### src/hdl/wtlp_pkg.sv
// shared types, constants and codes of the waypoint trail loop pruner
`timescale 1ns / 1ps

package wtlp_pkg;

   // coordinate and distance widths
   localparam int COORD_W = 24;
   localparam int DIFF_W  = COORD_W + 1;
   localparam int SQR_W   = 2 * COORD_W;
   localparam int SQ_W    = 50;
   localparam int OUT_W   = 2;

   // trail depth limits and defaults
   localparam int DEPTH_DEFAULT = 16;
   localparam int DEPTH_MAX     = 256;
   localparam int IDX_MAX_W     = $clog2(DEPTH_MAX);
   localparam int LEN_W_DEFAULT = $clog2(DEPTH_DEFAULT + 1);

   // cycles from a query entering a cell to that cell's verdict in its carry register
   localparam int CHAIN_LAT = 4;

   // reset value of the squared spacing: (3.0 m in Q16.8) squared
   localparam logic [SQ_W-1:0] SPACING_SQ_RESET = SQ_W'(589824);

   typedef struct packed {
      logic signed [COORD_W-1:0] x;
      logic signed [COORD_W-1:0] y;
      logic signed [COORD_W-1:0] z;
   } pos_type;

   // search verdict passed down the chain, newest entry first
   typedef struct packed {
      logic                 hit;
      logic [IDX_MAX_W-1:0] idx;
   } carry_type;

   // append request broadcast to all cells
   typedef struct packed {
      logic                 en;
      logic [IDX_MAX_W-1:0] idx;
      pos_type              pos;
   } write_type;

   typedef enum logic [OUT_W-1:0] {
      OUT_IGNORED = 2'd0,
      OUT_NEAR    = 2'd1,
      OUT_TRUNC   = 2'd2,
      OUT_APPEND  = 2'd3
   } outcome_type;

   typedef enum logic [1:0] {
      ST_IDLE,
      ST_SCAN,
      ST_FINISH
   } state_type;

endpackage

### src/hdl/wtlp_req_if.sv
// position channel: valid/ready with one 3-D position per transfer
`timescale 1ns / 1ps

interface wtlp_req_if;
   import wtlp_pkg::*;

   logic                      valid;
   logic                      ready;
   logic signed [COORD_W-1:0] position_x;
   logic signed [COORD_W-1:0] position_y;
   logic signed [COORD_W-1:0] position_z;

   modport source (output valid, output position_x, output position_y, output position_z,
                   input ready);
   modport sink   (input valid, input position_x, input position_y, input position_z,
                   output ready);
endinterface

### src/hdl/wtlp_rsp_if.sv
// result channel: valid/ready with outcome and trail length per transfer
`timescale 1ns / 1ps

interface wtlp_rsp_if #(
   parameter int LEN_W = wtlp_pkg::LEN_W_DEFAULT
);
   import wtlp_pkg::*;

   logic             valid;
   logic             ready;
   logic [OUT_W-1:0] outcome;
   logic [LEN_W-1:0] trail_length;

   modport source (output valid, output outcome, output trail_length, input ready);
   modport sink   (input valid, input outcome, input trail_length, output ready);
endinterface

### src/hdl/wtlp_ctrl.sv
// sequencer: takes positions, times the chain search, updates the trail, holds results
`timescale 1ns / 1ps

module wtlp_ctrl #(
   parameter int TRAIL_DEPTH = wtlp_pkg::DEPTH_DEFAULT,
   parameter int CNT_W       = $clog2(TRAIL_DEPTH + 1)
) (
   input  logic                      clock,
   input  logic                      reset,
   wtlp_req_if.sink                  req_ch,
   wtlp_rsp_if.source                rsp_ch,
   input  logic                      csr_wr_en,
   input  logic [wtlp_pkg::SQ_W-1:0] csr_wr_data,
   output wtlp_pkg::pos_type         qry,
   output logic [wtlp_pkg::SQ_W-1:0] spacing_sq,
   output logic [CNT_W-1:0]          trail_count,
   input  wtlp_pkg::carry_type       chain_result,
   output wtlp_pkg::write_type       entry_wr
);
   import wtlp_pkg::*;

   localparam int SCAN_LAST = TRAIL_DEPTH + CHAIN_LAT;
   localparam int SCAN_W    = $clog2(SCAN_LAST + 1);

   state_type         st_ff, st_in;
   logic [SCAN_W-1:0] scan_ff, scan_in;
   pos_type           qry_ff, qry_in;
   logic [SQ_W-1:0]   spacing_ff, spacing_in;
   logic [CNT_W-1:0]  count_ff, count_in;
   logic [CNT_W-1:0]  res_count_ff, res_count_in;
   outcome_type       res_out_ff, res_out_in;
   outcome_type       out_ff, out_in;
   logic [CNT_W-1:0]  len_ff, len_in;
   logic              valid_ff, valid_in;
   logic [CNT_W-1:0]  hit_len;
   logic              req_take, commit, full, scan_done;

   assign full      = count_ff == CNT_W'(TRAIL_DEPTH);
   assign req_take  = req_ch.valid && req_ch.ready;
   assign scan_done = scan_ff == SCAN_W'(SCAN_LAST);
   assign hit_len   = CNT_W'(chain_result.idx) + CNT_W'(1);
   assign commit    = (st_ff == ST_FINISH) && (!valid_ff || rsp_ch.ready);

   // next state and search bookkeeping
   always_comb begin
      st_in        = st_ff;
      scan_in      = scan_ff;
      qry_in       = qry_ff;
      res_out_in   = res_out_ff;
      res_count_in = res_count_ff;
      req_ch.ready = 1'b0;
      case (st_ff)
         ST_IDLE: begin
            req_ch.ready = 1'b1;
            if (req_take) begin
               qry_in.x = req_ch.position_x;
               qry_in.y = req_ch.position_y;
               qry_in.z = req_ch.position_z;
               scan_in  = '0;
               if (full) begin
                  res_out_in   = OUT_IGNORED;
                  res_count_in = count_ff;
                  st_in        = ST_FINISH;
               end else begin
                  st_in = ST_SCAN;
               end
            end
         end
         ST_SCAN: begin
            scan_in = scan_ff + SCAN_W'(1);
            if (scan_done) begin
               scan_in = scan_ff;
               st_in   = ST_FINISH;
               if (!chain_result.hit) begin
                  res_out_in   = OUT_APPEND;
                  res_count_in = count_ff + CNT_W'(1);
               end else if (hit_len == count_ff) begin
                  res_out_in   = OUT_NEAR;
                  res_count_in = count_ff;
               end else begin
                  res_out_in   = OUT_TRUNC;
                  res_count_in = hit_len;
               end
            end
         end
         ST_FINISH: begin
            if (commit) begin
               st_in = ST_IDLE;
            end
         end
         default: begin
            st_in = ST_IDLE;
         end
      endcase
   end

   // trail length, result register and spacing register
   assign count_in   = commit ? res_count_ff : count_ff;
   assign valid_in   = commit ? 1'b1 : (rsp_ch.ready ? 1'b0 : valid_ff);
   assign out_in     = commit ? res_out_ff : out_ff;
   assign len_in     = commit ? res_count_ff : len_ff;
   assign spacing_in = csr_wr_en ? csr_wr_data : spacing_ff;

   always_ff @(posedge clock) begin
      if (reset) begin
         st_ff      <= ST_IDLE;
         scan_ff    <= '0;
         count_ff   <= '0;
         valid_ff   <= 1'b0;
         spacing_ff <= SPACING_SQ_RESET;
      end else begin
         st_ff      <= st_in;
         scan_ff    <= scan_in;
         count_ff   <= count_in;
         valid_ff   <= valid_in;
         spacing_ff <= spacing_in;
      end
   end

   always_ff @(posedge clock) begin
      qry_ff       <= qry_in;
      res_out_ff   <= res_out_in;
      res_count_ff <= res_count_in;
      out_ff       <= out_in;
      len_ff       <= len_in;
   end

   // append goes into the slot just past the current end
   assign entry_wr.en  = commit && (res_out_ff == OUT_APPEND);
   assign entry_wr.idx = IDX_MAX_W'(count_ff);
   assign entry_wr.pos = qry_ff;

   assign qry          = qry_ff;
   assign spacing_sq   = spacing_ff;
   assign trail_count  = count_ff;

   assign rsp_ch.valid        = valid_ff;
   assign rsp_ch.outcome      = out_ff;
   assign rsp_ch.trail_length = len_ff;

`ifndef SYNTHESIS
   a_count_bound: assert property (@(posedge clock) disable iff (reset)
      count_ff <= CNT_W'(TRAIL_DEPTH))
      else $error("trail length beyond depth");

   a_append_grows: assert property (@(posedge clock) disable iff (reset)
      entry_wr.en |=> count_ff == $past(count_ff) + CNT_W'(1))
      else $error("append did not grow the trail by one");

   a_count_hold: assert property (@(posedge clock) disable iff (reset)
      st_ff != ST_FINISH |=> $stable(count_ff))
      else $error("trail length changed outside commit");

   a_rsp_from_finish: assert property (@(posedge clock) disable iff (reset)
      $rose(valid_ff) |-> $past(st_ff == ST_FINISH))
      else $error("result raised without a finished item");
`endif

endmodule

### src/flat_wrapper.sv
// flat-port wrapper written by rule: the top's interface ports become plain ports
module wtlp_ctrl_flat import wtlp_pkg::*;
#(
   parameter int TRAIL_DEPTH = wtlp_pkg::DEPTH_DEFAULT,
   parameter int CNT_W       = $clog2(TRAIL_DEPTH + 1)
)
  (clock, reset, csr_wr_en, csr_wr_data, qry, spacing_sq, trail_count, chain_result, entry_wr, req_ch_valid, req_ch_position_x, req_ch_position_y, req_ch_position_z, req_ch_ready, rsp_ch_valid, rsp_ch_outcome, rsp_ch_trail_length, rsp_ch_ready);
  wtlp_req_if req_ch_i ();
  wtlp_rsp_if rsp_ch_i ();
  input  logic clock;
  input  logic reset;
  input  logic csr_wr_en;
  input  logic [wtlp_pkg::SQ_W-1:0] csr_wr_data;
  output wtlp_pkg::pos_type qry;
  output logic [wtlp_pkg::SQ_W-1:0] spacing_sq;
  output logic [CNT_W-1:0] trail_count;
  input  wtlp_pkg::carry_type chain_result;
  output wtlp_pkg::write_type entry_wr;
  input wire logic [$bits(req_ch_i.valid)-1:0] req_ch_valid;
  input wire logic [$bits(req_ch_i.position_x)-1:0] req_ch_position_x;
  input wire logic [$bits(req_ch_i.position_y)-1:0] req_ch_position_y;
  input wire logic [$bits(req_ch_i.position_z)-1:0] req_ch_position_z;
  output wire logic [$bits(req_ch_i.ready)-1:0] req_ch_ready;
  output wire logic [$bits(rsp_ch_i.valid)-1:0] rsp_ch_valid;
  output wire logic [$bits(rsp_ch_i.outcome)-1:0] rsp_ch_outcome;
  output wire logic [$bits(rsp_ch_i.trail_length)-1:0] rsp_ch_trail_length;
  input wire logic [$bits(rsp_ch_i.ready)-1:0] rsp_ch_ready;
  assign req_ch_i.valid = req_ch_valid;
  assign req_ch_i.position_x = req_ch_position_x;
  assign req_ch_i.position_y = req_ch_position_y;
  assign req_ch_i.position_z = req_ch_position_z;
  assign req_ch_ready = req_ch_i.ready;
  assign rsp_ch_valid = rsp_ch_i.valid;
  assign rsp_ch_outcome = rsp_ch_i.outcome;
  assign rsp_ch_trail_length = rsp_ch_i.trail_length;
  assign rsp_ch_i.ready = rsp_ch_ready;
  wtlp_ctrl #(.TRAIL_DEPTH(TRAIL_DEPTH), .CNT_W(CNT_W)) u_core (.clock(clock), .reset(reset), .req_ch(req_ch_i), .rsp_ch(rsp_ch_i), .csr_wr_en(csr_wr_en), .csr_wr_data(csr_wr_data), .qry(qry), .spacing_sq(spacing_sq), .trail_count(trail_count), .chain_result(chain_result), .entry_wr(entry_wr));
endmodule
### config.mk
export PLATFORM = sky130hd
export DESIGN_NAME = wtlp_ctrl_flat
export DESIGN_NICKNAME = d
export VERILOG_FILES = /design/src/hdl/wtlp_pkg.sv /design/src/hdl/wtlp_req_if.sv /design/src/hdl/wtlp_rsp_if.sv /design/src/hdl/wtlp_ctrl.sv /design/src/flat_wrapper.sv
export SDC_FILE = /design/constraint.sdc
export NUM_CORES = 1
export LEC_CHECK = 0
export CAP_MARGIN = 20
export CORE_AREA = 2 2 137 139
export CTS_BUF_LIST = sky130_fd_sc_hd__clkbuf_8
export CTS_CLUSTER_DIAMETER = 80
export CTS_CLUSTER_SIZE = 25
export DETAILED_ROUTE_END_ITERATION = 7
export DIE_AREA = 0 0 139 141
export DONT_BUFFER_PORTS = 1
export PLACE_DENSITY = 0.57
export RECOVER_POWER = 25
export SLEW_MARGIN = 5
export SYNTH_ARGS = -nofsm -noshare
export SYNTH_HDL_FRONTEND = slang
export SYNTH_SLANG_ARGS = --single-unit
### constraint.sdc
create_clock -name clock -period 9.6 [get_ports clock]
set_clock_uncertainty 0.05 [all_clocks]
set_input_delay 0.96 -clock clock [delete_from_list [all_inputs] [get_ports clock]]
set_output_delay 0.96 -clock clock [all_outputs]
set_load 0.01 [all_outputs]
==> impl_metrics.toml <==
[outcome]
status = "finished clean"

[timing]
finalCritPeriodShare = 0.284
final-setup-viol-count = 0
maxSlewHeadroom = 0.372
finalHoldViolations = 0
max_freq_mhz = 367
grt_setup_unrepaired = "false"
fin_tns_setup_ns = 0
slew_viol_final = 0
worstMarginPinSlew_ns = 0.942
min_period_ns = 2.72

[min_path]
hold_class = "flop to flop"

[logic_synthesis]
ys.flop_type = "edfxtp_1"
synth.cell_area_um2 = 5990
syn_avg_cell_area_um2 = 13.1
ys_seq_area_frac = 0.642
synth_cell_types = 44
synthCells = 457
yosysWarnings = 0
synth_edf_count = 86
async_flop_share = 0
ys_ff_latch = 149

[routing]
routedWlPerCell_um = 21.6
vias = 3025
drtPass1Iterations = 4
detail_route.vias_per_cell = 4.80
drtAntennaViolNets = 0
routed_wl_um = 13600
drc = 0
drt_iter0_markers = 204

[clocking]
clockBufferDepth = 2
htree_levels = 4
cts_resized = 0
cts.sinks = 149
insertion_delay_ns = 0.43
cts_made_buffers = 17
cts_hold_buf = 0
clk_pin_slew_worst_paths_ns = 0.08
clock_tree.root_cell = "clkbuf_8"
cts_tree = "built"
cts_setup_buffers = 0

[place]
io_buffers = 0
gp_congestion = 0.791
hpwl_um = 10200

[pwr]
p_switching_mw = 0.365
peakVddDrop_uv = 91.3
finalPower_mw = 1.37
power_density_nw_per_um2 = 228
p_sw_frac = 0.267
combPwrFrac = 0.059
internal-power_mw = 1.00
seq_power_share = 0.597
pwr-share-clk = 0.343
p_leak_nw = 2.19

[job]
cap_violations = 0

[critical_path]
path_max_fanout = 13
worstSetupEndpointType = "primary output"
startpoint_type = "flop"
worstPathRequired_ns = 8.59
path_class = "flop to primary output"
crit_arrival_ns = 1.71
r2r_slack_ns = 7.52

[floorplan]
die_area_um2 = 19600
start_util = 0.328
row_count = 50
die_w_um = 139
die-height_um = 141
io_pins = 353
core_area_um2 = 18300

[grt]
grt_overflow = 0
antenna_found_initial = 3
grt_pass1_vias = 3010
grt_pass1_wl_um = 19200
grt.total_usage = 0.134
grt_max_degree = 75

[final_layout]
fin_nets = 522
nFillCells = 1803
multiInputGateArea_um2 = 1440
ff_latch_area_um2 = 3840
drive_gt1_frac = 0.0990
syn2layout_area_growth_pct = 0.397
## layer usage
metal	GRT usage	wire (um)
met5	0	7
met4	0.0595	292
met3	0.0679	1340
met2	0.224	7110
met1	0.142	4890
## final timing paths
kind / to / depth (start not counted) / start
hold reg to reg: u_core.rsp_ch.trail_length[3] / 0 / u_core.res_count_ff[3]
setup / recovery: entry_wr[80] / 4 / u_core.st_ff[1]
setup reg to reg: u_core.res_count_ff[1] / 4 / u_core.trail_count[2]
hold / removal: u_core.rsp_ch.trail_length[3] / 0 / u_core.res_count_ff[3]
## logic make-up (layout without fill, tap and decap cells)
logic type                 count (synthesis)  after routing  synth area share
AOI/OAI and AO/OA                         31             31            0.0355
xor gates and xnor gates                  11             11            0.0232
adders and majority gates                  5              5            0.0104
buffers and inverters                    105             40             0.119
DFF                                      149            149             0.642
muxes                                     54             54            0.0903
other                                      1              5          0.000626
and+or+nand+nor                          101            101            0.0792
## power groups by stage
stage,Clock (mW),Sequential [mW],Combinational (mW)
after floorplan,0,0.797,0.130
after global placement,0,0.833,0.0788
after detailed placement,0,0.834,0.0829
after CTS,0.491,0.819,0.0829
after global routing,0.523,0.825,0.0921
final,0.470,0.818,0.0813
## worst max-delay path: stages (launching register included)
cell      delay (ns)
dfxtp_1         0.52
nand2b_1        0.15
nor2b_1         0.14
buf_4           0.23
and3_1          0.24
## area by class of cell
| type | instances | share of cell area |
|---|---|---|
| diodes | 2 | 0.000833 |
| clock buffers | 17 | 0.0389 |
| clock inverters | 15 | 0.0256 |
| inverters | 5 | 0.00312 |
| multi-input cells | 205 | 0.240 |
| flip-flops and latches | 149 | 0.639 |
| well taps | 234 | 0.0487 |
| repair buffers | 3 | 0.00375 |
## synth_stat cells (2+ instances only)
library cell  number  area share
a311oi_1           2      0.0029
clkbuf_1          12      0.0075
nor4_1             4      0.0042
nor2b_1            3      0.0031
mux2i_1           54       0.090
nor2_1            62       0.039
nand2b_1           3      0.0031
o211ai_1           2      0.0025
nand2_1            6      0.0038
inv_1              5      0.0031
buf_2              7      0.0059
nor3_1             3      0.0025
a31oi_1            3      0.0031
buf_4             80        0.10
dfxtp_1           63        0.21
xnor2_1            4      0.0059
o21ai_0            6      0.0050
a211o_1            2      0.0029
ha_1               5       0.010
or3_1              4      0.0042
edfxtp_1          86        0.43
a21oi_1            9      0.0075
nand3_1            5      0.0042
and3_1             3      0.0031
xor2_1             4      0.0059
xnor3_1            2      0.0075
## layout by cell type, fill, tap and decap left out, types with 3 or more instances in the layout
master,synthesis,routed
nor2_1,62,62
nand3_1,5,5
mux2i_1,54,54
dfxtp_1,63,63
xnor2_1,4,4
a21oi_1,9,9
conb_1,1,3
and3_1,3,3
nand2b_1,3,3
or3_1,4,4
buf_4,80,3
o21ai_0,6,6
edfxtp_1,86,86
clkinv_4,0,4
nor4_1,4,4
ha_1,5,5
inv_6,0,3
nand2_1,6,6
a31oi_1,3,3
clkbuf_8,0,17
nor2b_1,3,3
xor2_1,4,4
inv_1,5,5
nor3_1,3,3
## metrics by stage
step / worst slack, ns / util / hold WS, ns / std cells / instance area (um^2)
floorplan: 5.79 / - / 0.367 / 459 / 5990
global placement: 6.90 / 0.308 / 0.378 / 596 / 5620
detailed placement: 6.89 / 0.308 / 0.393 / 596 / 5620
CTS: 6.83 / 0.329 / 0.411 / 628 / 6010
global route: 6.73 / 0.329 / 0.419 / 629 / 6010
finish: 6.88 / 0.329 / 0.407 / 630 / 6010
## sequential cells by signal (all words and copies together) (netlist names), 5 cells and up
signal and flops:
u_core.rsp_ch.trail_length 5, u_core.spacing_sq 50, u_core.trail_count 5, u_core.entry_wr 72, u_core.scan_ff 5, u_core.res_count_ff 5
(Power assumes the default switching activity.)
